<file path="src/sv/arpr_pkg.sv">
// arpr_pkg: shared types, codes and sizes of the arp resolver
// used by every module of the block, depends on nothing

package arpr_pkg;

	localparam int CACHE_ENTRIES   = 16;
	localparam int REQUEST_ENTRIES = 16;
	localparam int PENDING_DEPTH   = 16;
	localparam int MAX_FLUSH       = 16;

	localparam int CIDX_W = (CACHE_ENTRIES > 1) ? $clog2(CACHE_ENTRIES) : 1;
	localparam int RIDX_W = (REQUEST_ENTRIES > 1) ? $clog2(REQUEST_ENTRIES) : 1;
	localparam int SIDX_W = (CIDX_W > RIDX_W) ? CIDX_W : RIDX_W;
	localparam int CNT_W  = $clog2(PENDING_DEPTH + 1);
	localparam int SENT_W = $clog2(MAX_FLUSH + 1);

	localparam logic [1:0] FN_SEND = 2'd0;
	localparam logic [1:0] FN_RECV = 2'd1;
	localparam logic [1:0] FN_TICK = 2'd2;

	localparam logic [2:0] KIND_IPV4    = 3'd0;
	localparam logic [2:0] KIND_ARP_REQ = 3'd1;
	localparam logic [2:0] KIND_ARP_REP = 3'd2;
	localparam logic [2:0] KIND_DELIVER = 3'd3;
	localparam logic [2:0] KIND_DROP    = 3'd4;

	localparam logic [15:0] ETH_IPV4   = 16'h0800;
	localparam logic [15:0] ETH_ARP    = 16'h0806;
	localparam logic [15:0] OP_REQUEST = 16'd1;
	localparam logic [15:0] OP_REPLY   = 16'd2;

	localparam logic [1:0] CFG_OWN_MAC  = 2'd0;
	localparam logic [1:0] CFG_OWN_IP   = 2'd1;
	localparam logic [1:0] CFG_HOLDOFF  = 2'd2;
	localparam logic [1:0] CFG_LIFETIME = 2'd3;

	localparam logic [47:0] MAC_BCAST      = 48'hFFFF_FFFF_FFFF;
	localparam logic [19:0] CACHE_AGE_MAX  = 20'hF_FFFF;
	localparam logic [19:0] REQ_AGE_MAX    = 20'h1_FFFF;
	localparam logic [15:0] HOLDOFF_RESET  = 16'(5 * 1000);
	localparam logic [19:0] LIFETIME_RESET = 20'(30 * 1000);

	typedef struct packed {
		logic [1:0]  func;
		logic [31:0] hop_ip;
		logic [7:0]  datagram_tag;
		logic [47:0] frame_dst_mac;
		logic [47:0] frame_src_mac;
		logic [15:0] frame_type;
		logic [15:0] arp_opcode;
		logic [31:0] arp_sender_ip;
		logic [31:0] arp_target_ip;
		logic        arp_parse_ok;
		logic        ip_parse_ok;
		logic [15:0] elapsed_ms;
	} arpr_in_t;

	typedef struct packed {
		logic [2:0]  out_kind;
		logic [47:0] out_dst_mac;
		logic [31:0] out_target_ip;
		logic [7:0]  out_tag;
		logic        last;
	} arpr_out_t;

	typedef struct packed {
		logic        tick;
		logic [15:0] elapsed;
		logic [19:0] age_max;
		logic [19:0] limit;
		logic        expire_valid;
	} arpr_tick_t;

	typedef struct packed {
		logic [31:0] ip;
		logic [47:0] mac;
		logic        flag;
		logic        keep;
	} arpr_ewr_t;

	typedef struct packed {
		logic [31:0] ip;
		logic [7:0]  tag;
	} arpr_pend_t;

endpackage

</file>
<file path="src/sv/arpr_entry_cell.sv">
// arpr_entry_cell: one cache or request table entry with its own ager
// depends on arpr_pkg

module arpr_entry_cell (
	input  logic                clk,
	input  logic                arst_n,
	input  arpr_pkg::arpr_tick_t tick,
	input  logic                we,
	input  arpr_pkg::arpr_ewr_t wr,
	input  logic [31:0]         key,
	output logic                match,
	output logic                valid,
	output logic                flag,
	output logic [19:0]         age,
	output logic [47:0]         mac
);
	import arpr_pkg::*;

	logic        valid_q;
	logic        flag_q;
	logic [31:0] ip_q;
	logic [47:0] mac_q;
	logic [19:0] age_q;
	logic [20:0] sum;
	logic [19:0] aged;
	logic        expired;

	assign sum     = {1'b0, age_q} + {5'b0, tick.elapsed};
	assign aged    = (sum > {1'b0, tick.age_max}) ? tick.age_max : sum[19:0];
	assign expired = aged >= tick.limit;

	always_ff @(posedge clk or negedge arst_n) begin
		if (!arst_n) begin
			valid_q <= 1'b0;
			flag_q  <= 1'b0;
		end else if (we) begin
			valid_q <= 1'b1;
			flag_q  <= wr.keep ? flag_q : wr.flag;
		end else if (tick.tick && valid_q && expired) begin
			if (tick.expire_valid) begin
				valid_q <= 1'b0;
			end else begin
				flag_q <= 1'b0;
			end
		end
	end

	always_ff @(posedge clk) begin
		if (we) begin
			ip_q  <= wr.ip;
			mac_q <= wr.mac;
			age_q <= '0;
		end else if (tick.tick && valid_q) begin
			age_q <= aged;
		end
	end

	assign match = valid_q && (ip_q == key);
	assign valid = valid_q;
	assign flag  = flag_q;
	assign age   = age_q;
	assign mac   = mac_q;

endmodule

</file>
<file path="config.mk">
export PLATFORM = sky130hd
export DESIGN_NAME = arpr_entry_cell
export DESIGN_NICKNAME = d
export VERILOG_FILES = /design/src/sv/arpr_pkg.sv /design/src/sv/arpr_entry_cell.sv
export SDC_FILE = /design/constraint.sdc
export NUM_CORES = 1
export LEC_CHECK = 0
export BUFFER_PORTS_ARGS = -buffer_cell sky130_fd_sc_hd__clkbuf_2
export CAP_MARGIN = 5
export CORE_MARGIN = 5
export CORE_UTILIZATION = 47
export DETAILED_ROUTE_END_ITERATION = 12
export GPL_TIMING_DRIVEN = 0
export PLACE_DENSITY_LB_ADDON = 0.25
export SYNTH_ARGS = -nofsm -noshare
export SYNTH_HDL_FRONTEND = slang
export SYNTH_SLANG_ARGS = --single-unit
</file>
<file path="constraint.sdc">
create_clock -name clk -period 5.7 [get_ports clk]
set_clock_uncertainty 0.05 [all_clocks]
set_input_delay 1.14 -clock clk [delete_from_list [all_inputs] [get_ports clk]]
set_output_delay 1.14 -clock clk [all_outputs]
set_load 0.01 [all_outputs]
</file>
==> results.md <==
- STA puts the critical path data required time at 5920 ps.
- Setup violations remaining at the end of the flow were counted as 2.
- The core region is 12470 um2.
- The initial antenna violation count is 0.
- The cell with the largest stage delay on the worst path is sky130_fd_sc_hd__a221o_1.
- The global-route usage over all layers is 22.96%.
- Summed over all layers, the global routing overflow is 0.
- The type of the worst setup path is primary input to flop.
- The global placement routability congestion is 0.8682.
- The length of the first detailed-routing pass in iterations is 5.
- The critical path capture point type is a flop.
- The tightest slew margin relative to the limit is 44.81%.
- In the synthesized netlist the async set-or-reset flop fraction comes to 1.961%.
- In the post-synthesis netlist, the biggest area contributors are sky130_fd_sc_hd__edfxtp_1, sky130_fd_sc_hd__ha_1, sky130_fd_sc_hd__dfxtp_1, sky130_fd_sc_hd__xor2_1, sky130_fd_sc_hd__mux2_2.
- The flow ran to the end, but the final reports show violations.
- After detailed routing, the average wire length per cell comes to 18.27 um.
- The count of pins on the block boundary is 246.
- The final reports fail on negative setup slack.
- Entering global routing, the biggest net connects 57 pins.
- After floorplanning, the core was divided into 41 placement rows.
- The mean cell area of the mapped netlist is 11.58 um2.
- The H-tree depth reported by CTS is 3.
- The count of nets left with antenna violations after detail routing is 0.
- Using the TritonRoute via totals, the vias-per-cell ratio works out to 5.323.
- The largest fanout of any net on the critical path is 6.
- The via count of the first global-routing pass is 5354.
- During synthesis, Yosys emitted a total of 0 warnings.
- The die covers 14940 um2.
- The share of the cycle needed by the critical path after routing is 104.3%.
- After synthesis, the netlist uses 58 different library cells.
- The total routed wirelength is 17480 um.
- The largest voltage drop on the vdd net is 0.2139 mV.
- The CTS tree is done.
- For this block, the via count after detailed routing is 5094.
- The minimum setup slack in the final design is -245.1 ps.
- The worst hold path class is primary input to async pin.
- The leading area contributor after synthesis is sky130_fd_sc_hd__edfxtp_1.
- The x dimension of the die is 122.2 um.
- The detailed router finished its first iteration with 242 violations.
- The final-stage net count is 1014.
- The stage delay of the slowest cell on the critical path is 330 ps.
- The core utilization of the finished layout is 64.72%.
- The sequential fraction of the synthesis area is 48.20%.
- Port buffering added 245 buffers.
- From synthesis to final layout, the design area changed by 36.32%.
- The kind of launch point of the worst setup path is a primary input.
- The later pin in the worst-skew pair is clocked with a latency of 350 ps.
- The detailed placement HPWL is 13880 um.
- The highest clock rate is 168.2 MHz.
- Data arrives at the worst endpoint at 6170 ps.
- For the pin with the worst max-slew slack, the measured transition is 819.2 ps.
- In this design, the largest share of critical-path delay is due to compound AO/OA/AOI/OAI gates.
- In the layout the commonest cells are sky130_fd_sc_hd__clkbuf_2, sky130_fd_sc_hd__edfxtp_1, sky130_fd_sc_hd__inv_1.
- Leaving out fill and tap cells, the most frequent cell in the layout is sky130_fd_sc_hd__clkbuf_2.
- TritonCTS created 9 clock buffers.
- Clock tree synthesis selected as its root buffer the cell sky130_fd_sc_hd__clkbuf_16.
- The clock passes through at most 2 buffers.
- For this design the ratio of total power to cell area is 306.6 nW/um2.
- The clock edge transition at the registers on the reported setup and hold paths is 70 ps.
- The max-capacitance violation count is 0.
- The count of mapped cells out of synthesis is 511.
- The initial utilization of the core area, before any placement, comes to 47.48%.
- The final number of hold-violating endpoints is 0.
- The total power is 0.002474 W.
- In this run, synthesis inferred 80 flip-flops with an integrated enable.
- After detailed routing, the number of remaining DRC violations is 0.
- Of the cells placed in the final design, the portion with a size suffix greater than 1 is 44.97%.
- 0 antenna diodes ended up in the layout.
- Setup repair after global routing could not meet its margin everywhere.
- The count of pins over their slew limit is 0.
- The cell area after synthesis is 5918 um2.
- Measured along the y axis, the die boundary spans 122.2 um.
- The most instantiated flip-flop cell in the synthesis netlist is sky130_fd_sc_hd__edfxtp_1.
- The register bit count reported by yosys is 102.
- The proportion of netlist area held by the largest area contributor is 40.59%.
- The net count of the mapped netlist is 743.
- The global-route wire length before repair is 26250 um.
- The time the worst path needs with I/O delays and setup is 5945 ps.
- The static power due to leakage is 3.820 nW.
- Clock tree synthesis found a total of 102 sinks.
- The number of buffers and inverters on the critical path is 7.
==> layout make-up <==
cell class                      count  area [um2]
Inverter                           49       183.9
Timing Repair Buffer              261        1386
Buffer                             10       77.57
Clock buffer                        9       225.2
Fill cell                        1031        4398
Sequential cell                   102        2853
Tap cell                          172       215.2
Multi-Input combinational cell    349        3092
Clock inverter                      5       35.03
==> power by group <==
| group | leakage, nW | total, W | internal [W] | switching (W) |
|---|---|---|---|---|
| Combinational | 2.72 | 0.000990 | 0.000473 | 0.000517 |
| Sequential | 0.968 | 0.000923 | 0.000878 | 0.0000450 |
| Clock | 0.130 | 0.000561 | 0.000293 | 0.000268 |
==> sequential cells by signal, summed over array words and instances, names as in the netlist <==
signal	cells
mac	48
ip_q	32
flag	1
valid	1
age	20
==> per-layer routing <==
layer	track usage, %	vias up	share of wire (%)
met5	0	-	0
met3	8.295	32	9.1
li1	-	2446	-
met1	25.30	2424	37
met4	9.587	0	2.5
met2	40.02	192	52
==> synthesized netlist by cell type, drive strengths merged, types with 4 or more instances <==
cell and instances:
nor3 8, a2111oi 4, buf 5, o211ai 4, and2 4, nor2 19, a211oi 6, xnor2 15
xor2 33, clkbuf 6, edfxtp 80, nand3b 4, ha 56, nor4 9, o21ai 31, inv 49
o21ba 11, mux2 17, a21o 13, dfxtp 20, o21a 6, a21oi 27, nand3 14, nand2 16
and3 5, nand4 10, o31a 4
==> cell families (layout without fill, tap and decap cells) <==
family / Yosys count / after routing / share of synthesized area (%)
compound gates: 127 / 127 / 15.62
xor+xnor: 48 / 48 / 7.104
fa+ha+maj: 57 / 57 / 12.18
buf+inv: 60 / 334 / 4.482
flops: 102 / 102 / 48.20
mux: 20 / 20 / 3.742
simple gates: 97 / 97 / 8.668
==> stage by stage <==
stage / std cells / TNS [ps] / setup slack (ps) / hold WS [ps] / instance area, um2
global route: 957 / -894.9 / -450.9 / 512.1 / 8068
floorplan: 511 / -16.77 / -13.02 / 513.5 / 5972
CTS: 955 / -606.4 / -318.0 / 503.0 / 7876
finish: 957 / -449.7 / -245.1 / 517.2 / 8068
detailed placement: 929 / -2295 / -1166 / 521.1 / 7443
global placement: 928 / -2196 / -1122 / 511.9 / 7413
==> worst register-to-register path, cell delays in order (launching register included) <==
cell and delay, ps:
sky130_fd_sc_hd__dfxtp_1 440, sky130_fd_sc_hd__ha_4 170, sky130_fd_sc_hd__inv_2 30, sky130_fd_sc_hd__fa_2 360, sky130_fd_sc_hd__nor2b_4 130, sky130_fd_sc_hd__o31a_4 160
sky130_fd_sc_hd__a2111oi_4 70, sky130_fd_sc_hd__buf_4 170, sky130_fd_sc_hd__o211ai_2 290, sky130_fd_sc_hd__nand3_1 170, sky130_fd_sc_hd__xnor2_1 270, sky130_fd_sc_hd__ha_1 290
sky130_fd_sc_hd__nand2_1 170, sky130_fd_sc_hd__nor3_2 80, sky130_fd_sc_hd__a211oi_2 190, sky130_fd_sc_hd__o2111ai_1 160, sky130_fd_sc_hd__a32oi_2 230, sky130_fd_sc_hd__buf_6 180
sky130_fd_sc_hd__buf_12 120, sky130_fd_sc_hd__buf_8 120, sky130_fd_sc_hd__mux2_4 320, sky130_fd_sc_hd__ha_4 240, sky130_fd_sc_hd__a21o_1 150, sky130_fd_sc_hd__a21o_1 160
sky130_fd_sc_hd__a21oi_2 150, sky130_fd_sc_hd__o21ai_2 90, sky130_fd_sc_hd__a221o_1 330, sky130_fd_sc_hd__a21oi_1 110
==> path summary, 6_finish.rpt <==
path	from	end	slack, ps	cells after the start
worst max-delay path	tick[41]	flag	-250	29
worst min-delay path	arst_n	flag	520	1
worst max register to register	age[0]	flag	210	27
worst min register to register	age[17]	age[17]	530	2
max in group asynchronous	arst_n	valid	4990	1
min in group clk	age[17]	age[17]	530	2
==> repair_timing <==
| action | 4_1_cts | 5_1_grt |
|---|---|---|
| pin swaps | 18 | 18 |
| setup buffers | 12 | 3 |
| hold buffers | 0 | 0 |
| resized for setup | 16 | 32 |
| setup endpoints to repair | 2 | 2 |
(Power assumes the default switching activity.)
