`config.mk`:
```
export PLATFORM = sky130hd
export DESIGN_NAME = arpr_pend_cell
export DESIGN_NICKNAME = d
export VERILOG_FILES = /design/src/sv/arpr_pkg.sv /design/src/sv/arpr_pend_cell.sv
export SDC_FILE = /design/constraint.sdc
export NUM_CORES = 1
export LEC_CHECK = 0
export ABC_AREA = 1
export BUFFER_PORTS_ARGS = -buffer_cell sky130_fd_sc_hd__clkbuf_2
export CAP_MARGIN = 20
export CELL_PAD_IN_SITES_DETAIL_PLACEMENT = 0
export CELL_PAD_IN_SITES_GLOBAL_PLACEMENT = 1
export CORE_MARGIN = 1.5
export CORE_UTILIZATION = 29
export CTS_CLUSTER_DIAMETER = 80
export DETAILED_ROUTE_END_ITERATION = 10
export GPL_TIMING_DRIVEN = 0
export HOLD_SLACK_MARGIN = 0.1
export PLACE_DENSITY = 0.9
export RECOVER_POWER = 100
export SYNTH_ARGS = -nofsm -noshare
export SYNTH_HDL_FRONTEND = slang
export SYNTH_SLANG_ARGS = --single-unit
```
`constraint.sdc`:
```
create_clock -name clk -period 1.86 [get_ports clk]
set_clock_uncertainty 0.05 [all_clocks]
set_input_delay 0.279 -clock clk [delete_from_list [all_inputs] [get_ports clk]]
set_output_delay 0.279 -clock clk [all_outputs]
set_load 0.03 [all_outputs]
```
`src/sv/arpr_pkg.sv`:
```
// arpr_pkg: shared types, codes and sizes of the arp resolver
// used by every module of the block, depends on nothing

package arpr_pkg;

	localparam int CACHE_ENTRIES   = 16;
	localparam int REQUEST_ENTRIES = 16;
	localparam int PENDING_DEPTH   = 16;
	localparam int MAX_FLUSH       = 16;

	localparam int CIDX_W = (CACHE_ENTRIES > 1) ? $clog2(CACHE_ENTRIES) : 1;
	localparam int RIDX_W = (REQUEST_ENTRIES > 1) ? $clog2(REQUEST_ENTRIES) : 1;
	localparam int SIDX_W = (CIDX_W > RIDX_W) ? CIDX_W : RIDX_W;
	localparam int CNT_W  = $clog2(PENDING_DEPTH + 1);
	localparam int SENT_W = $clog2(MAX_FLUSH + 1);

	localparam logic [1:0] FN_SEND = 2'd0;
	localparam logic [1:0] FN_RECV = 2'd1;
	localparam logic [1:0] FN_TICK = 2'd2;

	localparam logic [2:0] KIND_IPV4    = 3'd0;
	localparam logic [2:0] KIND_ARP_REQ = 3'd1;
	localparam logic [2:0] KIND_ARP_REP = 3'd2;
	localparam logic [2:0] KIND_DELIVER = 3'd3;
	localparam logic [2:0] KIND_DROP    = 3'd4;

	localparam logic [15:0] ETH_IPV4   = 16'h0800;
	localparam logic [15:0] ETH_ARP    = 16'h0806;
	localparam logic [15:0] OP_REQUEST = 16'd1;
	localparam logic [15:0] OP_REPLY   = 16'd2;

	localparam logic [1:0] CFG_OWN_MAC  = 2'd0;
	localparam logic [1:0] CFG_OWN_IP   = 2'd1;
	localparam logic [1:0] CFG_HOLDOFF  = 2'd2;
	localparam logic [1:0] CFG_LIFETIME = 2'd3;

	localparam logic [47:0] MAC_BCAST      = 48'hFFFF_FFFF_FFFF;
	localparam logic [19:0] CACHE_AGE_MAX  = 20'hF_FFFF;
	localparam logic [19:0] REQ_AGE_MAX    = 20'h1_FFFF;
	localparam logic [15:0] HOLDOFF_RESET  = 16'(5 * 1000);
	localparam logic [19:0] LIFETIME_RESET = 20'(30 * 1000);

	typedef struct packed {
		logic [1:0]  func;
		logic [31:0] hop_ip;
		logic [7:0]  datagram_tag;
		logic [47:0] frame_dst_mac;
		logic [47:0] frame_src_mac;
		logic [15:0] frame_type;
		logic [15:0] arp_opcode;
		logic [31:0] arp_sender_ip;
		logic [31:0] arp_target_ip;
		logic        arp_parse_ok;
		logic        ip_parse_ok;
		logic [15:0] elapsed_ms;
	} arpr_in_t;

	typedef struct packed {
		logic [2:0]  out_kind;
		logic [47:0] out_dst_mac;
		logic [31:0] out_target_ip;
		logic [7:0]  out_tag;
		logic        last;
	} arpr_out_t;

	typedef struct packed {
		logic        tick;
		logic [15:0] elapsed;
		logic [19:0] age_max;
		logic [19:0] limit;
		logic        expire_valid;
	} arpr_tick_t;

	typedef struct packed {
		logic [31:0] ip;
		logic [47:0] mac;
		logic        flag;
		logic        keep;
	} arpr_ewr_t;

	typedef struct packed {
		logic [31:0] ip;
		logic [7:0]  tag;
	} arpr_pend_t;

endpackage

```
`src/sv/arpr_pend_cell.sv`:
```
// arpr_pend_cell: one slot of the pending queue, shifts toward the head
// depends on arpr_pkg

module arpr_pend_cell (
	input  logic                clk,
	input  logic                shift,
	input  arpr_pkg::arpr_pend_t next,
	input  logic                load,
	input  arpr_pkg::arpr_pend_t load_data,
	output arpr_pkg::arpr_pend_t data
);
	import arpr_pkg::*;

	arpr_pend_t data_q;

	always_ff @(posedge clk) begin
		if (load) begin
			data_q <= load_data;
		end else if (shift) begin
			data_q <= next;
		end
	end

	assign data = data_q;

endmodule

```
==> results of run 1 <==
[where the power goes]
part	switching, W	internal [W]
combinational	0.000343	0.000143
clock	0.000289	0.000391
sequential	0.0000237	0.00111
[through the flow]
step	worst slack [ns]	hold WS (ns)	instance area [um2]
finish	0.579	0.204	2520
global route	0.492	0.194	2520
CTS	0.533	0.195	2620
detailed placement	0.221	0.498	2510
global placement	0.249	0.493	2510
floorplan	0.462	0.402	1810
[cells in the final DEF, fill, tap and decap left out]
master,count
sky130_fd_sc_hd__edfxtp_1,40
sky130_fd_sc_hd__or2_2,1
sky130_fd_sc_hd__clkbuf_1,44
sky130_fd_sc_hd__bufinv_16,1
sky130_fd_sc_hd__buf_6,2
sky130_fd_sc_hd__nand2_1,110
sky130_fd_sc_hd__clkbuf_2,81
sky130_fd_sc_hd__clkinvlp_2,1
sky130_fd_sc_hd__clkinv_1,2
sky130_fd_sc_hd__clkbuf_8,8
sky130_fd_sc_hd__nand2_2,10
[logic make-up (layout without fill, tap and decap cells)]
logic type | after synthesis | in the layout | share of synthesized area (%)
AND/OR/NAND/NOR | 121 | 121 | 26.6
flip-flops | 40 | 40 | 66.3
buffers and inverters | 10 | 139 | 7.11
[worst paths after layout]
| path | cells after the start | slack [ns] | to | start |
|---|---|---|---|---|
| max | 1 | 0.58 | data[23] | data[23] |
| min | 3 | 0.20 | data[21] | next[21] |
[cell type report]
| type | count | area [um2] |
|---|---|---|
| sequential | 40 | 1200 |
| clock inverter | 3 | 37.5 |
| fill | 649 | 3470 |
| clock buffer | 5 | 68.8 |
| multi-input combinational | 121 | 482 |
| timing repair buffer | 121 | 556 |
| inverter | 1 | 5.00 |
| tap | 75 | 93.8 |
| buffer | 9 | 78.8 |
[per-layer routing]
metal | global-route usage, % | part of all wire, % | vias up
li1 | - | - | 800
met1 | 14.3 | 41 | 661
met2 | 21.1 | 48 | 75
met3 | 4.78 | 10 | 7
met4 | 3.73 | 1.0 | 0
met5 | 0 | 0 | -
==> results.json, run 1 <==
{
  "run_status": "complete, no violations",
  "detail_route.wl_per_cell_um": 10.8,
  "grt_remaining_overflow": 0,
  "design.final.nets": 382,
  "die_height_um": 82.0,
  "tritoncts": "done",
  "vias": 1543,
  "layout.cells.non_filler": 375,
  "post-synth-top-area-cell": "sky130_fd_sc_hd__edfxtp_1",
  "post-synth-top-count-cell": "sky130_fd_sc_hd__nand2_1",
  "detail_route.vias_per_cell": 4.11,
  "power_w": 0.00230,
  "fraction_of_the_yosys_area_taken_by_sequential_cells_pct": 66.3,
  "clock_path_buffers": 2,
  "yosys_warnings": 0,
  "hp-class": "in -> reg",
  "drt_wirelength_um": 4050,
  "vdd_drop_max_mv": 0.296,
  "port_buffers": 121,
  "cp_max_stage_cell": "sky130_fd_sc_hd__edfxtp_1",
  "fp.dieArea_um2": 6730,
  "path_buf_inv": 1,
  "cts_num_sinks": 40,
  "layout-drive-gt1-share_pct": 34.7,
  "critPathMaxFanout": 1,
  "design.core.area_um2": 5990,
  "postLayoutCoreUtil_pct": 42.1,
  "synth-seq-cells": 40,
  "critical-path-max-stage-delay_ns": 0.33,
  "final.min_clock_period_ns": 1.28,
  "fp.dieW_um": 82.0,
  "power_density_over_cell_area_nw_per_um2": 910,
  "post_synth_instance_area_um2": 1810,
  "grt_antenna_before_repair": 0,
  "worstPathCellList": "clkbuf_1",
  "first_global_vias": 1420,
  "syn-num-nets": 254,
  "drc_errors": 0,
  "postRouteAntennaNets": 0,
  "post_cts.repair.setup_buffers": 0,
  "final_max_slew_viol_count": 0,
  "asyncSetResetFlopFracSynth_pct": 0,
  "max_ffs_per_register": 40,
  "netlist_instances": 171,
  "post_synth_num_cell_types": 8,
  "synth_top_cell_area_share_pct": 66.3,
  "fin_setup_tns_ns": 0,
  "first_iter_violations": 37,
  "root_buffer": "sky130_fd_sc_hd__clkbuf_8",
  "synth_top_cells_by_count": "110 x sky130_fd_sc_hd__nand2_1, 40 x sky130_fd_sc_hd__edfxtp_1, 10 x sky130_fd_sc_hd__nand2_2",
  "synth.avg_cell_area_um2": 10.6,
  "worst_path_dominant_cell_family": "flip-flops",
  "achievable-frequency_ghz": 0.781,
  "total_number_of_placement_rows": 28,
  "post-route-period-util_pct": 68.9,
  "drt_first_pass_iters": 4,
  "initial_core_util_pct": 30.2,
  "cp-start-kind": "flop",
  "yosys_most_used_dff": "sky130_fd_sc_hd__edfxtp_1",
  "gp_weighted_congestion": 0.662,
  "clk_transition_reported_paths_ns": 0.08,
  "crit_arrival_ns": 0.95,
  "dpl.cell_count": 367,
  "setup_viol": 0,
  "leakage_dissipation_nw": 1.25,
  "worst_slew_margin_rel_pct": 37.7,
  "cts-buffers-inserted": 5,
  "synthToLayoutAreaGrowth_pct": 39.2,
  "worst-endpoint-required_ns": 1.53,
  "global_route_wire_length_before_repair_um": 6240,
  "hold_viol": 0,
  "worst-setup-path-type": "reg -> out",
  "grt_use_total_pct": 12.4,
  "count_of_cells_resized_by_post_cts_repair": 0,
  "post_synth_edffs": 40,
  "htree_num_levels": 2,
  "grt_setup_unrepaired": "no",
  "netlist_top_cells_area": "sky130_fd_sc_hd__edfxtp_1 66%, sky130_fd_sc_hd__nand2_1 23%, sky130_fd_sc_hd__nand2_2 3.5%",
  "antenna-diode-count": 0,
  "cp-end-kind": "output port",
  "grt_start_max_net_pins": 41,
  "drv_cap": 0,
  "hpwl_um": 3070,
  "timing_worst_slew_pin_value_ns": 0.935,
  "holdBufCountCts": 0,
  "pin_count": 123
}
Power figures use the tool's default switching activity.
==> run 2: changes to the inputs <==
Clock period 1.86 ns to 1.3 ns, I/O delays scaled along.
==> results.json, run 2 (synthesis gave the netlist of run 1 again) <==
{
  "run_status": "complete, no violations",
  "cts_num_sinks": 40,
  "grt_use_total_pct": 12.1,
  "layout.cells.non_filler": 375,
  "clk_transition_reported_paths_ns": 0.07,
  "cp-start-kind": "flop",
  "detail_route.vias_per_cell": 4.07,
  "fillCellCount": 606,
  "tritoncts": "done",
  "synthToLayoutAreaGrowth_pct": 38.7,
  "die_height_um": 82.0,
  "layout-drive-gt1-share_pct": 38.3,
  "critPathMaxFanout": 1,
  "worst-setup-path-type": "reg -> out",
  "first_iter_violations": 81,
  "cts-buffers-inserted": 5,
  "clock_path_buffers": 2,
  "achievable-frequency_ghz": 0.844,
  "grt_antenna_before_repair": 0,
  "root_buffer": "sky130_fd_sc_hd__clkbuf_8",
  "worst_path_dominant_cell_family": "flip-flops",
  "gp_weighted_congestion": 0.669,
  "vias": 1525,
  "postRouteAntennaNets": 0,
  "antenna-diode-count": 0,
  "final_max_slew_viol_count": 0,
  "fp.dieW_um": 82.0,
  "post-route-period-util_pct": 91.2,
  "global_route_wire_length_before_repair_um": 5970,
  "setup_viol": 0,
  "htree_num_levels": 2,
  "design.final.nets": 382,
  "leakage_dissipation_nw": 1.27,
  "vdd_drop_max_mv": 0.471,
  "max_ffs_per_register": 40,
  "most_common_cell_after_layout_fill_and_taps_aside": "sky130_fd_sc_hd__nand2_1",
  "hp-class": "in -> reg",
  "worst-endpoint-required_ns": 1.05,
  "critical-path-max-stage-delay_ns": 0.34,
  "power_density_over_cell_area_nw_per_um2": 1230,
  "hold_viol": 0,
  "worstPathCellList": "clkbuf_1",
  "pin_count": 123,
  "dpl.cell_count": 367,
  "design.core.area_um2": 5990,
  "grt_start_max_net_pins": 41,
  "crit_arrival_ns": 0.94,
  "layout.cells.most_common_list": "110 x sky130_fd_sc_hd__nand2_1, 93 x sky130_fd_sc_hd__clkbuf_2, 40 x sky130_fd_sc_hd__edfxtp_1, 34 x sky130_fd_sc_hd__clkbuf_1, 10 x sky130_fd_sc_hd__nand2_2",
  "drv_cap": 0,
  "holdBufCountCts": 0,
  "first_global_vias": 1309,
  "path_buf_inv": 1,
  "fp.dieArea_um2": 6730,
  "hpwl_um": 3080,
  "drt_wirelength_um": 4080,
  "worst_slew_margin_rel_pct": 50.2,
  "drt_first_pass_iters": 4,
  "port_buffers": 121,
  "total_number_of_placement_rows": 28,
  "grt_setup_unrepaired": "no",
  "cp-end-kind": "output port",
  "initial_core_util_pct": 30.2,
  "count_of_cells_resized_by_post_cts_repair": 0,
  "grt_remaining_overflow": 0,
  "cp_max_stage_cell": "sky130_fd_sc_hd__edfxtp_1",
  "timing_worst_slew_pin_value_ns": 0.747,
  "drc_errors": 0,
  "post_cts.repair.setup_buffers": 0,
  "detail_route.wl_per_cell_um": 10.9,
  "final.min_clock_period_ns": 1.18,
  "fin_setup_tns_ns": 0
}
[run 2: layout make-up]
class	instances	area (um2)	share of cell area, %
Sequential cell	40	1200	47.8
Clock buffer	7	76.3	3.04
Inverter	1	5.00	0.199
Buffer	9	78.8	3.14
Clock inverter	1	3.75	0.149
Multi-Input combinational cell	121	484	19.3
Timing Repair Buffer	121	571	22.7
Tap cell	75	93.8	3.73
[run 2: through the flow]
stage	hold WS [ns]	setup slack (ns)	total power (W)	utilization (%)	instance area, um2
finish	0.120	0.115	0.00309	42.0	2510
global route	0.113	0.0816	0.00325	42.0	2510
CTS	0.114	0.167	0.00318	43.3	2590
detailed placement	0.416	0.0313	0.00241	42.0	2510
global placement	0.410	0.0231	0.00240	42.0	2510
floorplan	0.318	0.190	0.00212	-	1810
[run 2: final timing paths]
kind | startpoint | to | slack [ns] | cells past startpoint
setup / recovery | data[16] | data[16] | 0.12 | 1
hold / removal | next[8] | data[8] | 0.12 | 3
[run 2: where the power goes]
part           switching [W]  internal, W  total [W]
logic               0.000491     0.000216   0.000706
clock network       0.000397     0.000373   0.000770
registers          0.0000349      0.00158    0.00162
[run 2: routing by layer]
| layer | vias up | track usage (%) | wire (um) |
|---|---|---|---|
| met2 | 69 | 20.8 | 2000 |
| met3 | 4 | 4.22 | 370 |
| met5 | - | 0 | 0 |
| met4 | 0 | 3.56 | 34 |
| li1 | 798 | - | - |
| met1 | 654 | 14.2 | 1680 |
==> run 3: changes to the inputs <==
==> constraint.sdc (replaced) <==
create_clock -name clk -period 1.3 [get_ports clk]
set_clock_uncertainty 0.05 [all_clocks]
set_input_delay 0.13 -clock clk [delete_from_list [all_inputs] [get_ports clk]]
set_output_delay 0.13 -clock clk [all_outputs]
set_load 0.03 [all_outputs]
==> results.json, run 3 (synthesis gave the netlist of run 1 again) <==
{
  "grt_use_total_pct": 16.4,
  "pin_count": 123,
  "grt_setup_unrepaired": "no",
  "post_cts.repair.setup_buffers": 0,
  "detail_route.vias_per_cell": 4.20,
  "run_status": "complete, no violations",
  "first_global_vias": 1872,
  "cts_num_sinks": 40,
  "synthToLayoutAreaGrowth_pct": 85.8,
  "critical-path-max-stage-delay_ns": 0.74,
  "final_max_slew_viol_count": 0,
  "final.min_clock_period_ns": 1.16,
  "die_height_um": 82.0,
  "vias": 1912,
  "worstPathCellList": "buf_6 > or2_2",
  "postLayoutCoreUtil_pct": 56.2,
  "worst_slew_margin_rel_pct": 37.5,
  "power_density_over_cell_area_nw_per_um2": 1040,
  "hp-class": "in -> reg",
  "cp-end-kind": "flop",
  "crit_arrival_ns": 1.02,
  "port_buffers": 121,
  "fin_setup_tns_ns": 0,
  "leakage_dissipation_nw": 1.61,
  "power.switching_fraction_pct": 28.3,
  "global_route_wire_length_before_repair_um": 8180,
  "most_common_cell_after_layout_fill_and_taps_aside": "sky130_fd_sc_hd__nand2_1",
  "achievable-frequency_ghz": 0.863,
  "drv_cap": 0,
  "internal-power_w": 0.00252,
  "layout.cells.non_filler": 455,
  "drc_errors": 0,
  "postRouteAntennaNets": 0,
  "count_of_cells_resized_by_post_cts_repair": 0,
  "hold_depth": 4,
  "cp-start-kind": "input pin",
  "worst-endpoint-required_ns": 1.17,
  "path_buf_inv": 1,
  "clock_path_buffers": 2,
  "max_ffs_per_register": 40,
  "design.final.nets": 462,
  "post-route-period-util_pct": 89.2,
  "fillCellCount": 557,
  "setup_viol": 0,
  "drt_first_pass_iters": 4,
  "worst_path_dominant_cell_family": "simple AND/OR/NAND/NOR gates",
  "htree_num_levels": 2,
  "grt_antenna_before_repair": 0,
  "gp_weighted_congestion": 0.662,
  "holdBufCountCts": 80,
  "design.core.area_um2": 5990,
  "timing_worst_slew_pin_value_ns": 0.938,
  "grt_remaining_overflow": 0,
  "worst_setup_path_startpoint": "load",
  "layout-drive-gt1-share_pct": 28.2,
  "initial_core_util_pct": 30.2,
  "fp.dieW_um": 82.0,
  "tritoncts": "done",
  "vdd_drop_max_mv": 0.443,
  "layout.cells.most_common_list": "111 x sky130_fd_sc_hd__nand2_1, 81 x sky130_fd_sc_hd__clkbuf_2, 80 x sky130_fd_sc_hd__dlygate4sd3_1, 40 x sky130_fd_sc_hd__edfxtp_1, 40 x sky130_fd_sc_hd__clkbuf_1",
  "cp.depth": 2,
  "cp_max_stage_cell": "sky130_fd_sc_hd__or2_2",
  "hold_viol": 0,
  "cts-buffers-inserted": 5,
  "power_frac_comb_pct": 26.1,
  "clk_transition_reported_paths_ns": 0.08,
  "min_setup_slack_post_route_ns": 0.141,
  "share_seq_of_total_power_pct": 46.2,
  "total_number_of_placement_rows": 28,
  "grt_start_max_net_pins": 41,
  "hpwl_um": 3070,
  "detail_route.wl_per_cell_um": 12.3,
  "root_buffer": "sky130_fd_sc_hd__clkbuf_8",
  "critPathMaxFanout": 40,
  "worst-setup-path-type": "in -> reg",
  "power_w": 0.00351,
  "clkPwrFrac_pct": 27.7,
  "fp.dieArea_um2": 6730,
  "power_switching_w": 0.000995,
  "hold_end": "data[28]",
  "hold_path_startpoint": "load",
  "dp_worst_setup_slack_ns": -0.190,
  "antenna-diode-count": 0,
  "first_iter_violations": 60,
  "drt_wirelength_um": 5610,
  "dpl.cell_count": 367
}
-- run 3: cell types whose count changed in the layout (fill, tap and decap cells not counted), moves of 3 or more --
cell                            delta
sky130_fd_sc_hd__buf_6             +3
sky130_fd_sc_hd__clkbuf_1          +6
sky130_fd_sc_hd__dlygate4sd3_1    +80
sky130_fd_sc_hd__clkbuf_2         -12
-- run 3: worst max-delay path by stage --
stage                    end  slack [ns]
floorplan            data[0]        0.05
global placement     data[8]       -0.16
detailed placement   data[8]       -0.19
CTS                 data[37]        0.12
global route         data[0]        0.06
finish               data[9]        0.14
-- run 3: routing by layer --
layer | wire length (um) | global-route usage [%] | vias up
li1 | - | - | 962
met1 | 2050 | 16.4 | 844
met2 | 3040 | 31.4 | 91
met3 | 407 | 4.89 | 15
met4 | 112 | 6.10 | 0
met5 | 0 | 0 | -
-- run 3: power by group through the flow --
stage               clock (W)  combinational [W]  sequential, W
floorplan                   0           0.000171        0.00195
global placement            0           0.000752        0.00164
detailed placement          0           0.000758        0.00165
CTS                   0.00101           0.000945        0.00162
global route          0.00106           0.000985        0.00164
finish               0.000973           0.000917        0.00162
-- run 3: final cells by class --
class	instances	area, um2	share of cell area (%)
Buffer	9	118	3.49
Clock buffer	5	68.8	2.04
Clock inverter	3	37.5	1.12
Inverter	1	11.3	0.335
Multi-Input combinational cell	121	479	14.2
Sequential cell	40	1200	35.7
Tap cell	75	93.8	2.79
Timing Repair Buffer	201	1360	40.3
-- run 3: through the flow --
step | hold slack, ns | area [um2]
finish | 0.285 | 3370
global placement | 0.344 | 2510
global route | 0.286 | 3370
floorplan | 0.253 | 1810
CTS | 0.271 | 3420
detailed placement | 0.349 | 2510
